## src/sv/hhw_pkg.sv

```systemverilog
`timescale 1ns / 1ps
// ----------------------------------------------------------------------------
// hhw_pkg
// Shared types and constants for the heartbeat hang watchdog.
// ----------------------------------------------------------------------------
package hhw_pkg;

  localparam int TIME_BITS_DEF = 48;
  localparam int REQ_W         = 2;
  localparam int CFG_IDX_W     = 2;
  localparam int CFG_DATA_W    = 12;
  // 4095 s * 1000 fits in 22 bits
  localparam int MS_W          = 22;

  localparam logic [MS_W-1:0] MS_PER_SEC = MS_W'(1000);

  typedef enum logic [REQ_W-1:0] {
    REQ_PULSE = 2'd0,
    REQ_TICK  = 2'd1,
    REQ_GRACE = 2'd2
  } req_t;

  typedef enum logic [CFG_IDX_W-1:0] {
    CFG_TIMEOUT   = 2'd0,
    CFG_KILL      = 2'd1,
    CFG_WIN_WATCH = 2'd2
  } cfg_idx_t;

  typedef enum logic {
    SRC_HEARTBEAT = 1'b0,
    SRC_WINDOW    = 1'b1
  } hang_src_t;

  typedef struct packed {
    logic            timeout_off;
    logic [MS_W-1:0] timeout_ms;
    logic            kill_en;
    logic [MS_W-1:0] kill_ms;
    logic            win_en;
  } cfg_t;

endpackage

```

## src/sv/hhw_req_if.sv

```systemverilog
`timescale 1ns / 1ps
// ----------------------------------------------------------------------------
// hhw_req_if
// Request channel: pulse, tick or grace request with valid/ready.
// ----------------------------------------------------------------------------
interface hhw_req_if #(
  parameter int TIME_BITS = hhw_pkg::TIME_BITS_DEF
);
  logic                       valid;
  logic                       ready;
  logic [hhw_pkg::REQ_W-1:0]  req_type;
  logic [TIME_BITS-1:0]       now_ms;
  logic [TIME_BITS-1:0]       grace_until_ms;
  logic                       window_found;
  logic                       window_hung;

  modport source (
    output valid, req_type, now_ms, grace_until_ms, window_found, window_hung,
    input  ready
  );
  modport sink (
    input  valid, req_type, now_ms, grace_until_ms, window_found, window_hung,
    output ready
  );
endinterface

```

## src/sv/hhw_res_if.sv

```systemverilog
`timescale 1ns / 1ps
// ----------------------------------------------------------------------------
// hhw_res_if
// Result channel: one watchdog result per request, valid/ready.
// ----------------------------------------------------------------------------
interface hhw_res_if #(
  parameter int TIME_BITS = hhw_pkg::TIME_BITS_DEF
);
  logic                 valid;
  logic                 ready;
  logic                 tick_skipped;
  logic                 hang_fired;
  logic                 hang_source;
  logic                 recovered;
  logic [TIME_BITS-1:0] recovery_ms;
  logic                 kill_request;

  modport source (
    output valid, tick_skipped, hang_fired, hang_source, recovered, recovery_ms,
           kill_request,
    input  ready
  );
  modport sink (
    input  valid, tick_skipped, hang_fired, hang_source, recovered, recovery_ms,
           kill_request,
    output ready
  );
endinterface

```

## src/sv/hhw_cfg_if.sv

```systemverilog
`timescale 1ns / 1ps
// ----------------------------------------------------------------------------
// hhw_cfg_if
// Configuration write channel: register index and data, valid/ready.
// ----------------------------------------------------------------------------
interface hhw_cfg_if;
  logic                           valid;
  logic                           ready;
  logic [hhw_pkg::CFG_IDX_W-1:0]  index;
  logic [hhw_pkg::CFG_DATA_W-1:0] data;

  modport source (output valid, index, data, input ready);
  modport sink   (input valid, index, data, output ready);
endinterface

```

## src/sv/hhw_cfg.sv

```systemverilog
`timescale 1ns / 1ps
// ----------------------------------------------------------------------------
// hhw_cfg
// Configuration registers; timeouts are kept pre-scaled to milliseconds.
// ----------------------------------------------------------------------------
module hhw_cfg (
  input  logic          clk,
  input  logic          rst_n,
  hhw_cfg_if.sink       cfg_ch,
  output hhw_pkg::cfg_t cfg
);

  logic [hhw_pkg::MS_W-1:0] timeout_ms_r, timeout_ms_nxt;
  logic [hhw_pkg::MS_W-1:0] kill_ms_r, kill_ms_nxt;
  logic                     win_en_r, win_en_nxt;
  logic [hhw_pkg::MS_W-1:0] data_ms;

  assign cfg_ch.ready = 1'b1;
  assign data_ms = hhw_pkg::MS_W'(cfg_ch.data) * hhw_pkg::MS_PER_SEC;

  always_comb begin
    timeout_ms_nxt = timeout_ms_r;
    kill_ms_nxt    = kill_ms_r;
    win_en_nxt     = win_en_r;
    if (cfg_ch.valid) begin
      unique case (cfg_ch.index)
        hhw_pkg::CFG_TIMEOUT:   timeout_ms_nxt = data_ms;
        hhw_pkg::CFG_KILL:      kill_ms_nxt    = data_ms;
        hhw_pkg::CFG_WIN_WATCH: win_en_nxt     = cfg_ch.data[0];
        default: ;
      endcase
    end
  end

  always_ff @(posedge clk) begin
    if (!rst_n) begin
      timeout_ms_r <= '0;
      kill_ms_r    <= '0;
      win_en_r     <= 1'b0;
    end else begin
      timeout_ms_r <= timeout_ms_nxt;
      kill_ms_r    <= kill_ms_nxt;
      win_en_r     <= win_en_nxt;
    end
  end

  assign cfg.timeout_off = (timeout_ms_r == '0);
  assign cfg.timeout_ms  = timeout_ms_r;
  assign cfg.kill_en     = (kill_ms_r != '0);
  assign cfg.kill_ms     = kill_ms_r;
  assign cfg.win_en      = win_en_r;

endmodule

```

## src/sv/hhw_core.sv

```systemverilog
`timescale 1ns / 1ps
// ----------------------------------------------------------------------------
// hhw_core
// Watchdog state and per-request decision logic, one request per step.
// ----------------------------------------------------------------------------
module hhw_core #(
  parameter int TIME_BITS = hhw_pkg::TIME_BITS_DEF
) (
  input  logic                      clk,
  input  logic                      rst_n,
  input  hhw_pkg::cfg_t             cfg,
  input  logic                      step,
  input  logic [hhw_pkg::REQ_W-1:0] req_type,
  input  logic [TIME_BITS-1:0]      now_ms,
  input  logic [TIME_BITS-1:0]      grace_until_ms,
  input  logic                      window_found,
  input  logic                      window_hung,
  output logic                      tick_skipped,
  output logic                      hang_fired,
  output logic                      hang_source,
  output logic                      recovered,
  output logic [TIME_BITS-1:0]      recovery_ms,
  output logic                      kill_request
);

  logic [TIME_BITS-1:0] last_pulse_r, last_pulse_nxt;
  logic [TIME_BITS-1:0] fired_pulse_r, fired_pulse_nxt;
  logic [TIME_BITS-1:0] hang_start_r, hang_start_nxt;
  logic                 hang_pending_r, hang_pending_nxt;
  logic [TIME_BITS-1:0] grace_end_r, grace_end_nxt;
  logic                 win_flag_r, win_flag_nxt;
  logic                 win_alive_r, win_alive_nxt;
  logic [TIME_BITS-1:0] win_since_r, win_since_nxt;

  logic [TIME_BITS-1:0] timeout_ms;
  logic [TIME_BITS-1:0] kill_ms;
  logic [TIME_BITS-1:0] d_pulse;
  logic [TIME_BITS-1:0] d_start;
  logic [TIME_BITS-1:0] since_eff;
  logic [TIME_BITS-1:0] d_since;
  logic                 kill_hit;

  assign timeout_ms = TIME_BITS'(cfg.timeout_ms);
  assign kill_ms    = TIME_BITS'(cfg.kill_ms);
  assign d_pulse    = now_ms - last_pulse_r;
  assign d_start    = now_ms - hang_start_r;
  assign since_eff  = (win_since_r == '0) ? now_ms : win_since_r;
  assign d_since    = now_ms - since_eff;
  assign kill_hit   = cfg.kill_en && (d_start > kill_ms);

  always_comb begin
    last_pulse_nxt   = last_pulse_r;
    fired_pulse_nxt  = fired_pulse_r;
    hang_start_nxt   = hang_start_r;
    hang_pending_nxt = hang_pending_r;
    grace_end_nxt    = grace_end_r;
    win_flag_nxt     = win_flag_r;
    win_alive_nxt    = win_alive_r;
    win_since_nxt    = win_since_r;
    tick_skipped     = 1'b0;
    hang_fired       = 1'b0;
    hang_source      = hhw_pkg::SRC_HEARTBEAT;
    recovered        = 1'b0;
    recovery_ms      = '0;
    kill_request     = 1'b0;

    unique case (req_type)
      hhw_pkg::REQ_PULSE: last_pulse_nxt = now_ms;
      hhw_pkg::REQ_GRACE: grace_end_nxt  = grace_until_ms;
      hhw_pkg::REQ_TICK: begin
        priority if (cfg.timeout_off || (now_ms < grace_end_r)) begin
          tick_skipped = 1'b1;
        end else if (last_pulse_r != '0) begin
          // heartbeat detector
          if (last_pulse_r != fired_pulse_r) begin
            if (hang_pending_r) begin
              recovered        = 1'b1;
              recovery_ms      = d_start;
              hang_pending_nxt = 1'b0;
            end
            if (d_pulse > timeout_ms) begin
              fired_pulse_nxt  = last_pulse_r;
              hang_start_nxt   = now_ms;
              hang_pending_nxt = 1'b1;
              hang_fired       = 1'b1;
              hang_source      = hhw_pkg::SRC_HEARTBEAT;
            end
          end else begin
            kill_request = kill_hit;
          end
        end else if (cfg.win_en && window_found) begin
          // window detector
          if (!window_hung) begin
            win_alive_nxt = 1'b1;
            if (win_flag_r && hang_pending_r) begin
              recovered        = 1'b1;
              recovery_ms      = d_start;
              hang_pending_nxt = 1'b0;
            end
            win_flag_nxt  = 1'b0;
            win_since_nxt = '0;
          end else if (win_alive_r) begin
            win_since_nxt = since_eff;
            if (d_since >= timeout_ms) begin
              if (!win_flag_r) begin
                win_flag_nxt     = 1'b1;
                hang_start_nxt   = now_ms;
                hang_pending_nxt = 1'b1;
                hang_fired       = 1'b1;
                hang_source      = hhw_pkg::SRC_WINDOW;
              end else begin
                kill_request = kill_hit;
              end
            end
          end
        end else begin
        end
      end
      default: ;
    endcase
  end

  always_ff @(posedge clk) begin
    if (!rst_n) begin
      last_pulse_r   <= '0;
      fired_pulse_r  <= '1;
      hang_start_r   <= '0;
      hang_pending_r <= 1'b0;
      grace_end_r    <= '0;
      win_flag_r     <= 1'b0;
      win_alive_r    <= 1'b0;
      win_since_r    <= '0;
    end else if (step) begin
      last_pulse_r   <= last_pulse_nxt;
      fired_pulse_r  <= fired_pulse_nxt;
      hang_start_r   <= hang_start_nxt;
      hang_pending_r <= hang_pending_nxt;
      grace_end_r    <= grace_end_nxt;
      win_flag_r     <= win_flag_nxt;
      win_alive_r    <= win_alive_nxt;
      win_since_r    <= win_since_nxt;
    end
  end

endmodule

```

## src/sv/heartbeat_hang_watchdog_top.sv

```systemverilog
`timescale 1ns / 1ps
// a request goes to the input register, then its result to the result register
// throughput: one request per cycle when unstalled (single decision stage in hhw_core)
// a result held at the output lets one more request into the input register, then stalls
// reset (rst_n low, synchronous): pipeline emptied, configuration cleared,
// watchdog state back to no pulse seen and no hang pending
// ----------------------------------------------------------------------------
// heartbeat_hang_watchdog_top
// Heartbeat and window-probe hang watchdog with kill request generation.
// ----------------------------------------------------------------------------
module heartbeat_hang_watchdog_top #(
  parameter int TIME_BITS = hhw_pkg::TIME_BITS_DEF
) (
  input  logic      clk,
  input  logic      rst_n,
  hhw_req_if.sink   in_ch,
  hhw_res_if.source out_ch,
  hhw_cfg_if.sink   cfg_ch
);

  hhw_pkg::cfg_t cfg;

  logic                      stg_valid_r, stg_valid_nxt;
  logic [hhw_pkg::REQ_W-1:0] stg_req_r;
  logic [TIME_BITS-1:0]      stg_now_r;
  logic [TIME_BITS-1:0]      stg_grace_r;
  logic                      stg_found_r;
  logic                      stg_hung_r;

  logic                      out_valid_r, out_valid_nxt;
  logic                      out_skip_r;
  logic                      out_fired_r;
  logic                      out_src_r;
  logic                      out_rec_r;
  logic [TIME_BITS-1:0]      out_rec_ms_r;
  logic                      out_kill_r;

  logic                      adv;
  logic                      in_acc;
  logic                      step;
  logic                      c_skip, c_fired, c_src, c_rec, c_kill;
  logic [TIME_BITS-1:0]      c_rec_ms;

  hhw_cfg u_cfg (
    .clk    (clk),
    .rst_n  (rst_n),
    .cfg_ch (cfg_ch),
    .cfg    (cfg)
  );

  assign adv          = !out_valid_r || out_ch.ready;
  assign in_ch.ready  = !stg_valid_r || adv;
  assign in_acc       = in_ch.valid && in_ch.ready;
  assign step         = stg_valid_r && adv;

  hhw_core #(
    .TIME_BITS (TIME_BITS)
  ) u_core (
    .clk            (clk),
    .rst_n          (rst_n),
    .cfg            (cfg),
    .step           (step),
    .req_type       (stg_req_r),
    .now_ms         (stg_now_r),
    .grace_until_ms (stg_grace_r),
    .window_found   (stg_found_r),
    .window_hung    (stg_hung_r),
    .tick_skipped   (c_skip),
    .hang_fired     (c_fired),
    .hang_source    (c_src),
    .recovered      (c_rec),
    .recovery_ms    (c_rec_ms),
    .kill_request   (c_kill)
  );

  always_comb begin
    stg_valid_nxt = stg_valid_r;
    if (in_acc) begin
      stg_valid_nxt = 1'b1;
    end else if (adv) begin
      stg_valid_nxt = 1'b0;
    end
    out_valid_nxt = adv ? stg_valid_r : out_valid_r;
  end

  always_ff @(posedge clk) begin
    if (!rst_n) begin
      stg_valid_r <= 1'b0;
      out_valid_r <= 1'b0;
    end else begin
      stg_valid_r <= stg_valid_nxt;
      out_valid_r <= out_valid_nxt;
    end
  end

  always_ff @(posedge clk) begin
    if (in_acc) begin
      stg_req_r   <= in_ch.req_type;
      stg_now_r   <= in_ch.now_ms;
      stg_grace_r <= in_ch.grace_until_ms;
      stg_found_r <= in_ch.window_found;
      stg_hung_r  <= in_ch.window_hung;
    end
  end

  always_ff @(posedge clk) begin
    if (step) begin
      out_skip_r   <= c_skip;
      out_fired_r  <= c_fired;
      out_src_r    <= c_src;
      out_rec_r    <= c_rec;
      out_rec_ms_r <= c_rec_ms;
      out_kill_r   <= c_kill;
    end
  end

  assign out_ch.valid        = out_valid_r;
  assign out_ch.tick_skipped = out_skip_r;
  assign out_ch.hang_fired   = out_fired_r;
  assign out_ch.hang_source  = out_src_r;
  assign out_ch.recovered    = out_rec_r;
  assign out_ch.recovery_ms  = out_rec_ms_r;
  assign out_ch.kill_request = out_kill_r;

endmodule

```

## src/flat_wrapper.sv

```systemverilog
// flat-port wrapper written by rule: the top's interface ports become plain ports
module heartbeat_hang_watchdog_top_flat 
#(
  parameter int TIME_BITS = hhw_pkg::TIME_BITS_DEF
)
  (clk, rst_n, in_ch_valid, in_ch_req_type, in_ch_now_ms, in_ch_grace_until_ms, in_ch_window_found, in_ch_window_hung, in_ch_ready, out_ch_valid, out_ch_tick_skipped, out_ch_hang_fired, out_ch_hang_source, out_ch_recovered, out_ch_recovery_ms, out_ch_kill_request, out_ch_ready, cfg_ch_valid, cfg_ch_index, cfg_ch_data, cfg_ch_ready);
  hhw_req_if #(.TIME_BITS(TIME_BITS)) in_ch_i ();
  hhw_res_if #(.TIME_BITS(TIME_BITS)) out_ch_i ();
  hhw_cfg_if cfg_ch_i ();
  input  logic clk;
  input  logic rst_n;
  input wire logic [$bits(in_ch_i.valid)-1:0] in_ch_valid;
  input wire logic [$bits(in_ch_i.req_type)-1:0] in_ch_req_type;
  input wire logic [$bits(in_ch_i.now_ms)-1:0] in_ch_now_ms;
  input wire logic [$bits(in_ch_i.grace_until_ms)-1:0] in_ch_grace_until_ms;
  input wire logic [$bits(in_ch_i.window_found)-1:0] in_ch_window_found;
  input wire logic [$bits(in_ch_i.window_hung)-1:0] in_ch_window_hung;
  output wire logic [$bits(in_ch_i.ready)-1:0] in_ch_ready;
  output wire logic [$bits(out_ch_i.valid)-1:0] out_ch_valid;
  output wire logic [$bits(out_ch_i.tick_skipped)-1:0] out_ch_tick_skipped;
  output wire logic [$bits(out_ch_i.hang_fired)-1:0] out_ch_hang_fired;
  output wire logic [$bits(out_ch_i.hang_source)-1:0] out_ch_hang_source;
  output wire logic [$bits(out_ch_i.recovered)-1:0] out_ch_recovered;
  output wire logic [$bits(out_ch_i.recovery_ms)-1:0] out_ch_recovery_ms;
  output wire logic [$bits(out_ch_i.kill_request)-1:0] out_ch_kill_request;
  input wire logic [$bits(out_ch_i.ready)-1:0] out_ch_ready;
  input wire logic [$bits(cfg_ch_i.valid)-1:0] cfg_ch_valid;
  input wire logic [$bits(cfg_ch_i.index)-1:0] cfg_ch_index;
  input wire logic [$bits(cfg_ch_i.data)-1:0] cfg_ch_data;
  output wire logic [$bits(cfg_ch_i.ready)-1:0] cfg_ch_ready;
  assign in_ch_i.valid = in_ch_valid;
  assign in_ch_i.req_type = in_ch_req_type;
  assign in_ch_i.now_ms = in_ch_now_ms;
  assign in_ch_i.grace_until_ms = in_ch_grace_until_ms;
  assign in_ch_i.window_found = in_ch_window_found;
  assign in_ch_i.window_hung = in_ch_window_hung;
  assign in_ch_ready = in_ch_i.ready;
  assign out_ch_valid = out_ch_i.valid;
  assign out_ch_tick_skipped = out_ch_i.tick_skipped;
  assign out_ch_hang_fired = out_ch_i.hang_fired;
  assign out_ch_hang_source = out_ch_i.hang_source;
  assign out_ch_recovered = out_ch_i.recovered;
  assign out_ch_recovery_ms = out_ch_i.recovery_ms;
  assign out_ch_kill_request = out_ch_i.kill_request;
  assign out_ch_i.ready = out_ch_ready;
  assign cfg_ch_i.valid = cfg_ch_valid;
  assign cfg_ch_i.index = cfg_ch_index;
  assign cfg_ch_i.data = cfg_ch_data;
  assign cfg_ch_ready = cfg_ch_i.ready;
  heartbeat_hang_watchdog_top #(.TIME_BITS(TIME_BITS)) u_core (.clk(clk), .rst_n(rst_n), .in_ch(in_ch_i), .out_ch(out_ch_i), .cfg_ch(cfg_ch_i));
endmodule
```

## config.mk

```make
export PLATFORM = sky130hd
export DESIGN_NAME = heartbeat_hang_watchdog_top_flat
export DESIGN_NICKNAME = d
export VERILOG_FILES = /design/src/sv/hhw_pkg.sv /design/src/sv/hhw_req_if.sv /design/src/sv/hhw_res_if.sv /design/src/sv/hhw_cfg_if.sv /design/src/sv/hhw_cfg.sv /design/src/sv/hhw_core.sv /design/src/sv/heartbeat_hang_watchdog_top.sv /design/src/flat_wrapper.sv
export SDC_FILE = /design/constraint.sdc
export NUM_CORES = 1
export LEC_CHECK = 0
export BUFFER_PORTS_ARGS = -buffer_cell sky130_fd_sc_hd__buf_2
export CORE_ASPECT_RATIO = 1.25
export CORE_MARGIN = 3
export CORE_UTILIZATION = 35
export CTS_CLUSTER_DIAMETER = 150
export DETAILED_ROUTE_END_ITERATION = 12
export GPL_ROUTABILITY_DRIVEN = 0
export HOLD_SLACK_MARGIN = 0.12
export PLACE_DENSITY = 0.54
export SYNTH_ARGS = -nofsm -noshare
export SYNTH_HDL_FRONTEND = slang
export SYNTH_SLANG_ARGS = --single-unit
```

## constraint.sdc

```tcl
create_clock -name clk -period 10.7 [get_ports clk]
set_clock_uncertainty 0.2 [all_clocks]
set_input_delay 1.605 -clock clk [delete_from_list [all_inputs] [get_ports clk]]
set_output_delay 1.605 -clock clk [all_outputs]
set_load 0.1 [all_outputs]
```

==> results of run 1 <==
-- cells by family after synthesis --
kind of cell / after synthesis / synth area share
AND/OR/NAND/NOR: 1206 / 0.185
buffers and inverters: 411 / 0.0519
multiplexers: 58 / 0.0192
AO/OA/AOI/OAI: 980 / 0.214
other: 1 / 0.000123
adder cells (fa/ha/maj): 331 / 0.146
XOR/XNOR: 164 / 0.0471
flip-flops: 437 / 0.337
-- how the worst max path moves through the flow --
stage                     depth (start not counted)  slack [ns]                              to
after floorplan                                  25        4.22        u_core.out_ch.hang_fired
after global placement                           25        3.12   u_core.u_core.hang_start_r[5]
after detailed placement                         25        3.04  u_core.u_core.hang_start_r[15]
after CTS                                        25        2.99   u_core.u_core.hang_start_r[0]
after global routing                             28        2.41   u_core.u_core.hang_start_r[0]
final                                            25        2.97   u_core.u_core.hang_start_r[0]
-- worst max-delay path, cell delays in order, from the launching register on --
cell and delay [ns]:
sky130_fd_sc_hd__dfxtp_1 0.33, sky130_fd_sc_hd__nor4_1 0.64, sky130_fd_sc_hd__nand4_1 0.20, sky130_fd_sc_hd__nor3_2 0.24, sky130_fd_sc_hd__buf_4 0.31, sky130_fd_sc_hd__a21oi_1 0.14, sky130_fd_sc_hd__ha_1 0.39, sky130_fd_sc_hd__a211oi_1 0.34
sky130_fd_sc_hd__nand2b_1 0.09, sky130_fd_sc_hd__o21ai_0 0.28, sky130_fd_sc_hd__o21a_1 0.21, sky130_fd_sc_hd__o21ai_0 0.23, sky130_fd_sc_hd__xor2_1 0.21, sky130_fd_sc_hd__ha_1 0.31, sky130_fd_sc_hd__a21oi_1 0.25, sky130_fd_sc_hd__o21ai_0 0.17
sky130_fd_sc_hd__nor3_1 0.22, sky130_fd_sc_hd__o2111ai_1 0.12, sky130_fd_sc_hd__or4_1 0.52, sky130_fd_sc_hd__nor4_1 0.30, sky130_fd_sc_hd__nand4_1 0.13, sky130_fd_sc_hd__or4_4 0.60, sky130_fd_sc_hd__o31ai_4 0.38, sky130_fd_sc_hd__a21oi_4 0.09
sky130_fd_sc_hd__buf_4 0.36, sky130_fd_sc_hd__mux2i_1 0.21
-- area by class of cell --
type,count,share of cell area
Tap cell,1159,0.0422
Clock buffer,67,0.0431
Clock inverter,29,0.00848
Timing Repair Buffer,226,0.0370
Multi-Input combinational cell,2740,0.543
Inverter,250,0.0273
Sequential cell,437,0.299
-- per-stage QoR --
stage               setup slack (ns)  hold WS [ns]  cell area [µm²]  total power (W)  std cells
detailed placement              3.04         0.247            32600          0.00355       4812
global placement                3.12         0.242            32600          0.00355       4812
floorplan                       4.22         0.235            30500          0.00304       3588
global route                    2.41         0.275            34400          0.00569       4908
CTS                             2.99         0.258            34400          0.00542       4908
finish                          2.97         0.255            34400          0.00537       4908
-- state kept, by name, summed over array words and instances, names as in the netlist, 48 cells and up --
register	count
u_core.out_ch.recovery_ms	48
u_core.stg_grace_r	48
u_core.stg_now_r	48
u_core.u_core.fired_pulse_r	48
u_core.u_core.grace_end_r	48
u_core.u_core.hang_start_r	48
u_core.u_core.last_pulse_r	48
u_core.u_core.win_since_r	48
-- cell usage in the layout, fill, tap and decap left out, types with 61 or more instances in the layout --
cell type and instances:
sky130_fd_sc_hd__a21boi_0 131, sky130_fd_sc_hd__a21o_1 99, sky130_fd_sc_hd__a21oi_1 253, sky130_fd_sc_hd__and2_1 68, sky130_fd_sc_hd__buf_2 172, sky130_fd_sc_hd__dfxtp_1 284
sky130_fd_sc_hd__edfxtp_1 153, sky130_fd_sc_hd__ha_1 290, sky130_fd_sc_hd__inv_1 249, sky130_fd_sc_hd__nand2_1 569, sky130_fd_sc_hd__nand4_1 67, sky130_fd_sc_hd__nor2_1 177
sky130_fd_sc_hd__nor4_1 61, sky130_fd_sc_hd__o211ai_1 72, sky130_fd_sc_hd__o21a_1 69, sky130_fd_sc_hd__o21ai_0 137, sky130_fd_sc_hd__xnor2_1 68, sky130_fd_sc_hd__xor2_1 96
-- power by group --
part	switching (W)	internal, W
clock	0.000761	0.00108
sequential	0.0000661	0.00180
combinational	0.00105	0.000615
total	0.00187	0.00349
-- per-layer routing --
metal  global-route usage  part of all wire
met5                    0                 0
met3               0.0253             0.050
met2                0.379              0.48
met4               0.0773             0.039
met1                0.276              0.43
==> out/metrics.cfg, run 1 <==
[routing]
drtPass1Iterations=8
avgRoutedWirePerCell_um=20.6
route.final.wire_length_um=101000
drt-initial-drc-count=1949
drc=0
final_antenna_net_count=0
post_drt_via_cell_ratio=5.44
dr_vias=26700

[power]
power.density_cell_area_nw_per_um2=156
leakage_nw=13.3
power.ir.vdd_worst_uv=122

[synthesis]
synth_area_leaders=sky130_fd_sc_hd__dfxtp_1, sky130_fd_sc_hd__edfxtp_1, sky130_fd_sc_hd__ha_1
synthesized_netlist_net_count=4038
synthFlopType=sky130_fd_sc_hd__dfxtp_1
synth_cell_types=82
async_reset_ff_frac=0
count_of_flip_flops_with_a_built_in_enable_after_synthesis=153
yosys_register_bits=437
yosys_warnings=0
synthesis.area_per_instance_um2=8.50
synth.cell_area_um2=30500
synth.most_common_cell=sky130_fd_sc_hd__nand2_1
gate_count_after_technology_mapping=3588
synth_sequential_area_ratio=0.337
largest_area_contributor_in_the_synthesized_netlist=sky130_fd_sc_hd__dfxtp_1
post-synth-top-area-fraction=0.186
ys_top_cells_by_count=sky130_fd_sc_hd__nand2_1, sky130_fd_sc_hd__ha_1, sky130_fd_sc_hd__dfxtp_1

[grt]
grt_pass1_wl_um=153000
number_of_antenna_violations_at_the_first_check_in_global_routing=3
first_global_vias=25600
gr-usage-all-layers=0.217
pin_count_of_the_biggest_net_entering_global_routing=157
grt-ovfl-total=0

[clock_tree]
post_cts.repair.setup_buffers=0
tritoncts=built
ctsHoldBuffers=0
numCtsBuffers=51
clock_sinks=437
worst_setup_hold_path_clk_slew_ns=0.07
cts_htree_levels=2
clock_insertion_delay_worst_skew_ns=0.63
ctsResizeCount=0
ctsLongestPathBuffers=3
cts_root_buffer=sky130_fd_sc_hd__clkbuf_16

[timing]
worst_slew_margin_rel=0.203
report.final.slew_viol_count=0
timing_worst_slew_pin_value_ns=1.17
fin_tns_setup_ns=0
grt_setup_unrepaired=false
timing.final.crit_share=0.722
setup_viol=0
finalWorstPathRequiredPeriod_ns=7.73
hold_viol=0
max_freq_mhz=129

[min_path]
timing.hold.worst_path_depth=2
min_to=u_core.u_core.hang_start_r[36]
hp-class=reg2reg
worstHoldStart=u_core.u_core.hang_start_r[36]

[setup_path]
worst_r2r_path_depth=25
worst-path-max-fanout=48
timing.rr.end=u_core.u_core.hang_start_r[0]
critical_path_class=reg2reg
setup.worst_path.start_class=register
worst_ep_arrival_time_ns=7.99
cp.required_ns=10.96
worstReg2RegStart=u_core.u_core.win_since_r[42]
crit_path_from=u_core.u_core.win_since_r[42]
critical_path.endpoint_type=register
reg2reg_setup_slack_ns=2.97

[layout]
num-nets-final=4156
layout.core_utilization=0.400
drive_above_1_share=0.0931
seqCellArea_um2=10300
multi_input_area_um2=18700
fillCellCount=8782
area_growth_syn_to_layout_pct=12.8
antennaDiodeCount=0

[floorplan]
ioPinCount=175
fp.coreArea_um2=86000
die_footprint_um2=90700
floorplan.rows=120
die_height_um=336
floorplan.initialDensity=0.355
die_w_um=270

[run]
max-cap-violations=0

[status]
outcome=completed

[placed_design]
port_buffers=173
dp_hpwl_um=76100

Power figures use the tool's default switching activity.
==> run 2, diff against run 1 <==
ABC_AREA = 1   (was default)
clock period = 7.55 ns   (was 10.7 ns; I/O delays follow)
==> run 2 against run 1 <==
Critical path depth grew 9. Highest routed layer unchanged. Register-to-register slack worse by 1.7 ns. First-iteration DRC count is 0.67% higher. Synthesized area grew 5.7%. Maximum frequency increased by 22%. Sequential cell count unchanged. Count of clock-buffer cells in the layout down 1. Clock power increased by 34%. Design area is 4.4% higher. Critical endpoint is now u_core.u_core.hang_start_r[19].
==> out/metrics.cfg, run 2 <==
[clock_tree]
worst_setup_hold_path_clk_slew_ns=0.06  ; about the same
cts_root_buffer=sky130_fd_sc_hd__clkbuf_16
clock_insertion_delay_worst_skew_ns=0.61  ; -0.02 ns
tritoncts=built
ctsResizeCount=0  ; unchanged
cts_htree_levels=2  ; unchanged
post_cts.repair.setup_buffers=0  ; unchanged
numCtsBuffers=50  ; -2.0%
clock_sinks=437  ; unchanged
ctsLongestPathBuffers=3  ; unchanged
ctsHoldBuffers=0  ; unchanged

[grt]
pin_count_of_the_biggest_net_entering_global_routing=158  ; +0.64%
grt_pass1_wl_um=169000  ; +10%
first_global_vias=29200  ; +14%
number_of_antenna_violations_at_the_first_check_in_global_routing=0  ; -3
gr-usage-all-layers=0.226  ; +0.00885
grt-ovfl-total=0  ; unchanged

[synthesis]
synth.cell_area_um2=32200  ; +5.7%
synth_cell_types=53  ; -35%
synth.most_common_cell=sky130_fd_sc_hd__nand2_1
synthesized_netlist_net_count=5062  ; +25%
synth_area_leaders=sky130_fd_sc_hd__dfxtp_1, sky130_fd_sc_hd__edfxtp_1, sky130_fd_sc_hd__ha_1
yosys_warnings=0  ; unchanged
synthFlopType=sky130_fd_sc_hd__dfxtp_1
post-synth-top-area-fraction=0.176  ; -0.0100
count_of_flip_flops_with_a_built_in_enable_after_synthesis=153  ; unchanged
synthesis.area_per_instance_um2=6.99  ; -18%
yosys_register_bits=437  ; unchanged
ys_top_cells_by_count=sky130_fd_sc_hd__nand2_1, sky130_fd_sc_hd__inv_1, sky130_fd_sc_hd__nor2_1
gate_count_after_technology_mapping=4612  ; +29%
synth_sequential_area_ratio=0.319  ; -0.0182
async_reset_ff_frac=0  ; unchanged
largest_area_contributor_in_the_synthesized_netlist=sky130_fd_sc_hd__dfxtp_1

[power]
clkPwrFrac=0.330  ; -0.013
sw_frac_of_total=0.367  ; +0.0174
part_of_the_total_power_dissipated_in_combinational_logic=0.317  ; +0.007
power.density_cell_area_nw_per_um2=208  ; +33%
power.share.sequential=0.353  ; +0.005
power.ir.vdd_worst_uv=193  ; +58%
internal_power_w=0.00473  ; +35%
p_sw_w=0.00274  ; +46%
leakage_nw=16.9  ; +27%

[floorplan]
die_w_um=277  ; +2.7%
ioPinCount=175  ; unchanged
die_footprint_um2=95800  ; +5.6%
fp.coreArea_um2=90600  ; +5.4%
die_height_um=345  ; +2.8%
floorplan.rows=123  ; +2.5%
floorplan.initialDensity=0.356  ; +0.00112

[layout]
seqCellArea_um2=10300  ; unchanged
fillCellCount=9659  ; +10%
layout.core_utilization=0.396  ; -0.00363
area_growth_syn_to_layout_pct=11.4
layout.cell_area.non_filler_um2=35900  ; +4.4%
antennaDiodeCount=0  ; unchanged
multi_input_area_um2=18400  ; -1.2%
final_cell_mix=sky130_fd_sc_hd__nand2_1, sky130_fd_sc_hd__inv_1, sky130_fd_sc_hd__nor2_1, sky130_fd_sc_hd__a21oi_1, sky130_fd_sc_hd__nand3_1
layout.cells.most_common=sky130_fd_sc_hd__nand2_1
num-nets-final=5192  ; +25%
drive_above_1_share=0.0772  ; -0.0159

[setup_path]
cp.required_ns=7.88  ; -3.08 ns
worst-path-max-fanout=49  ; +2.1%
crit_top_cell=sky130_fd_sc_hd__nand2_1
critPathMaxStageDelay_ns=0.56  ; -0.08 ns
critical_path.endpoint_type=register
setup.worst_path.start_class=register
worst_ep_arrival_time_ns=6.66  ; -1.33 ns
cp_slowest_cell=sky130_fd_sc_hd__nand2_2
critical_path_class=reg2reg

[timing]
grt_setup_unrepaired=false
hold_viol=0  ; unchanged
holdWs_ns=0.258  ; +0.00342 ns
timing_worst_slew_pin_value_ns=1.17  ; +0.00769 ns
finalWorstPathRequiredPeriod_ns=6.33  ; -1.40 ns
timing.final.crit_share=0.838  ; +0.116
fin_tns_setup_ns=0  ; unchanged
setup_viol=0  ; unchanged
max_freq_mhz=158  ; +22%
report.final.slew_viol_count=0  ; unchanged
worst_slew_margin_rel=0.210  ; +0.00670

[run]
max-cap-violations=0  ; unchanged

[min_path]
hp-class=reg2reg

[placed_design]
dpl-instance-area_um2=34300  ; +5.1%
dp_hpwl_um=89300  ; +17%
port_buffers=173  ; unchanged

[routing]
dr_vias=30300  ; +14%
drt-initial-drc-count=1962  ; +0.67%
drtPass1Iterations=7  ; -1
drc=0  ; unchanged
final_antenna_net_count=0  ; unchanged
avgRoutedWirePerCell_um=18.6  ; -9.5%
post_drt_via_cell_ratio=5.08  ; -6.6%
route.final.wire_length_um=111000  ; +10%

[status]
outcome=completed

## run 2: cell count changes after synthesis, sizes merged, moves of 66 or more
cell / before / now
inv: 250 / 808
nand2: 570 / 974
a21o: 99 / 18
o211ai: 72 / 4
a21boi: 131 / 7
a21oi: 254 / 403
nand3: 61 / 308
and2: 69 / 3
nor2: 177 / 515
o21ai: 140 / 247
## run 2: layout make-up
| type | count | area share |
|---|---|---|
| clock inverters | 26 | 0.00676 |
| repair buffers | 192 | 0.0286 |
| clock buffers | 66 | 0.0388 |
| well taps | 1187 | 0.0414 |
| multi-input cells | 3253 | 0.514 |
| inverters | 808 | 0.0845 |
| flip-flops and latches | 437 | 0.286 |
## run 2: power by group through the flow
stage          sequential, W  combinational (W)  clock [W]
6_report             0.00264            0.00237    0.00246
5_1_grt              0.00264            0.00267    0.00261
4_1_cts              0.00263            0.00236    0.00253
3_5_place_dp         0.00268            0.00235          0
3_3_place_gp         0.00268            0.00234          0
2_1_floorplan        0.00271            0.00160          0
## run 2: logic make-up (layout without fill, tap and decap cells)
| group | after synthesis | after routing | share of synthesized area |
|---|---|---|---|
| AO/OA/AOI/OAI | 788 | 788 | 0.134 |
| other | 1 | 1 | 0.000116 |
| AND/OR/NAND/NOR | 1993 | 1993 | 0.261 |
| XOR/XNOR | 140 | 140 | 0.0380 |
| adder cells (fa/ha/maj) | 331 | 331 | 0.138 |
| flip-flops | 437 | 437 | 0.319 |
| buffers and inverters | 922 | 1092 | 0.110 |
## run 2: worst max-delay path: cells and delay by family (launching register included)
family / cells / cell delay, ns
XOR/XNOR: 1 / 0.20
adder cells (fa/ha/maj): 3 / 0.92
flip-flops: 1 / 0.32
buffers and inverters: 2 / 0.46
AND/OR/NAND/NOR: 25 / 3.43
AO/OA/AOI/OAI: 3 / 0.69
## run 2: final timing paths
path	from	endpoint	slack, ns	cells after the start
worst max-delay path	u_core.u_core.win_since_r[43]	u_core.u_core.hang_start_r[19]	1.22	34
worst min-delay path	u_core.u_core.grace_end_r[9]	u_core.u_core.grace_end_r[9]	0.26	2
worst max register to register	u_core.u_core.win_since_r[43]	u_core.u_core.hang_start_r[19]	1.22	34
worst min register to register	u_core.u_core.grace_end_r[9]	u_core.u_core.grace_end_r[9]	0.26	2
## run 2: routing by layer
metal | share of wire | global-route usage | vias up
li1 | - | - | 15200
met1 | 0.43 | 0.285 | 13900
met2 | 0.47 | 0.383 | 897
met3 | 0.046 | 0.0214 | 244
met4 | 0.056 | 0.112 | 0
met5 | 0 | 0 | -
## run 2: per-stage QoR
step                      total power, W  worst slack (ns)  cells
after global routing             0.00793             0.651   5969
after detailed placement         0.00503              1.25   5877
after CTS                        0.00752              1.21   5969
after global placement           0.00502              1.34   5877
final                            0.00746              1.22   5969
after floorplan                  0.00430              2.44   4612
==> run 3, diff against run 2 <==
clock period = 6.6 ns   (was 7.55 ns; I/O delays follow)
==> run 3 against run 2 <==
Power increased by 15%. Design area increased by 0.27%. Wire length decreased by 0.19%. Global-route usage decreased by 0.072 points. Hold slack about the same. Register-to-register slack got worse by 0.70 ns. Critical path type unchanged. Highest routed layer unchanged.
==> out/metrics.cfg, run 3 (synthesis gave the netlist of run 2 again) <==
[min_path]
timing.hold.worst_path_depth=2  ; unchanged
hp-class=reg2reg
worstHoldStart=u_core.u_core.grace_end_r[21]

[grt]
first_global_vias=29300  ; +0.065%
grt-ovfl-total=0  ; unchanged
gr-usage-all-layers=0.225  ; -0.000716
grt_pass1_wl_um=168000  ; -0.42%
number_of_antenna_violations_at_the_first_check_in_global_routing=1  ; +1
pin_count_of_the_biggest_net_entering_global_routing=164  ; +3.8%

[power]
leakage_nw=16.9  ; about the same
fin_total_pwr_w=0.00860  ; +15%
power.ir.vdd_worst_uv=216  ; +12%
power.density_cell_area_nw_per_um2=239  ; +15%

[clock_tree]
cts_htree_levels=2  ; unchanged
numCtsBuffers=49  ; -2.0%
clock_sinks=437  ; unchanged
ctsLongestPathBuffers=3  ; unchanged
cts_root_buffer=sky130_fd_sc_hd__clkbuf_16
clock_insertion_delay_worst_skew_ns=0.64  ; +0.03 ns
tritoncts=built
worst_setup_hold_path_clk_slew_ns=0.07  ; about the same

[setup_path]
critical_path.endpoint_type=register
worst_ep_arrival_time_ns=6.44  ; -0.22 ns
cp_slowest_cell=sky130_fd_sc_hd__nor2_2
reg2reg_setup_slack_ns=0.52  ; -0.70 ns
worst-path-max-fanout=25  ; -49%
crit_top_cell=sky130_fd_sc_hd__nand2_1
path_buf_inv=3  ; +1
timing.rr.end=u_core.u_core.hang_start_r[8]
critPathMaxStageDelay_ns=0.34  ; -0.22 ns
worstReg2RegStart=u_core.u_core.win_since_r[39]
endpoint=u_core.u_core.hang_start_r[8]
worst_r2r_path_depth=36  ; +5.9%
crit_family=simple AND/OR/NAND/NOR gates
crit_path_from=u_core.u_core.win_since_r[39]
cp.required_ns=6.96  ; -0.92 ns
critical_path_class=reg2reg
setup.worst_path.start_class=register
crit_cells=36  ; +5.9%

[timing]
setup_viol=0  ; unchanged
report.final.slew_viol_count=0  ; unchanged
worst_slew_margin_rel=0.277  ; +0.0670
timing_worst_slew_pin_value_ns=1.07  ; -0.0995 ns
max_freq_mhz=164  ; +4.1%
fin_tns_setup_ns=0  ; unchanged
hold_viol=0  ; unchanged
grt_setup_unrepaired=false
timing.final.crit_share=0.921  ; +0.0830
finalWorstPathRequiredPeriod_ns=6.08  ; -0.248 ns

[status]
outcome=completed

[layout]
drive_above_1_share=0.0786  ; +0.00140
num-nets-final=5196  ; +0.077%
number_of_standard_cells_in_the_layout_taps_in_and_fillers_out=5974  ; +0.084%
final_cell_mix=sky130_fd_sc_hd__nand2_1, sky130_fd_sc_hd__inv_1, sky130_fd_sc_hd__nor2_1, sky130_fd_sc_hd__a21oi_1, sky130_fd_sc_hd__nand3_1
area_growth_syn_to_layout_pct=11.7
layout.cells.most_common=sky130_fd_sc_hd__nand2_1

[floorplan]
floorplan.initialDensity=0.356  ; unchanged
die_height_um=345  ; unchanged
floorplan.rows=123  ; unchanged
die_footprint_um2=95800  ; unchanged
ioPinCount=175  ; unchanged
die_w_um=277  ; unchanged
fp.coreArea_um2=90600  ; unchanged

[routing]
dr_vias=30100  ; -0.69%
drtPass1Iterations=6  ; -1
avgRoutedWirePerCell_um=18.5  ; -0.27%
drc=0  ; unchanged
route.final.wire_length_um=111000  ; -0.19%
post_drt_via_cell_ratio=5.04  ; -0.77%
final_antenna_net_count=0  ; unchanged
drt-initial-drc-count=2033  ; +3.6%

[placed_design]
port_buffers=173  ; unchanged
dp_hpwl_um=89500  ; +0.22%
place_inst=5881  ; +0.068%

[run]
max-cap-violations=0  ; unchanged

-- run 3: cell types whose count changed in the layout (fill, tap and decap cells not counted), sizes merged, moves of 2 or more --
cell,before,now
clkbuf,66,60
bufinv,3,5
clkinv,17,12
clkinvlp,2,9
buf,192,196
-- run 3: how the worst min path moves through the flow --
| stage | end | slack, ns |
|---|---|---|
| floorplan | u_core.u_cfg.win_en_r | 0.22 |
| global placement | u_core.u_core.grace_end_r[47] | 0.25 |
| detailed placement | u_core.u_core.grace_end_r[23] | 0.25 |
| CTS | u_core.u_core.grace_end_r[6] | 0.26 |
| global route | u_core.u_core.grace_end_r[12] | 0.28 |
| finish | u_core.u_core.grace_end_r[21] | 0.26 |
-- run 3: worst reg2reg max path, delay by kind of cell, from the launching register on --
| kind | cells | cell delay, ns |
|---|---|---|
| AOI/OAI and AO/OA | 2 | 0.50 |
| xor gates and xnor gates | 1 | 0.17 |
| buffers and inverters | 3 | 0.58 |
| DFF | 1 | 0.33 |
| and+or+nand+nor | 28 | 3.58 |
| adders and majority gates | 2 | 0.66 |
-- run 3: routing by layer --
layer	global-route usage	wire length, µm
met1	0.281	47200
met4	0.114	6220
met2	0.383	52000
met5	0	0
met3	0.0246	5420
-- run 3: final cells by class --
cell class / count / area (µm²)
tap: 1187 / 1490
fill: 9548 / 54600
clock buffer: 60 / 1320
sequential: 437 / 10300
inverter: 808 / 3040
clock inverter: 31 / 355
multi-input combinational: 3254 / 18500
timing repair buffer: 196 / 1070
antenna: 1 / 2.50
-- run 3: through the flow --
step | util | instance area (µm²) | hold slack, ns | setup slack (ns)
CTS | 0.397 | 36000 | 0.263 | 0.353
finish | 0.397 | 36000 | 0.259 | 0.521
global route | 0.397 | 36000 | 0.279 | 0.0363
detailed placement | 0.379 | 34300 | 0.253 | 0.419
global placement | 0.379 | 34300 | 0.246 | 0.416
floorplan | - | 32200 | 0.224 | 1.63
-- run 3: power breakdown --
part           switching (W)  leakage, nW  internal, W  total [W]
clock network        0.00122        0.792      0.00164    0.00286
registers           0.000114         3.82      0.00290    0.00302
logic                0.00183         12.3     0.000897    0.00272
total                0.00316         16.9      0.00544    0.00860
-- run 3: repair_timing --
item | 4_1_cts | 5_1_grt
hold buffers | 0 | 0
resized for setup | 0 | 2
setup endpoints to repair | 0 | 49
setup buffers | 0 | 0
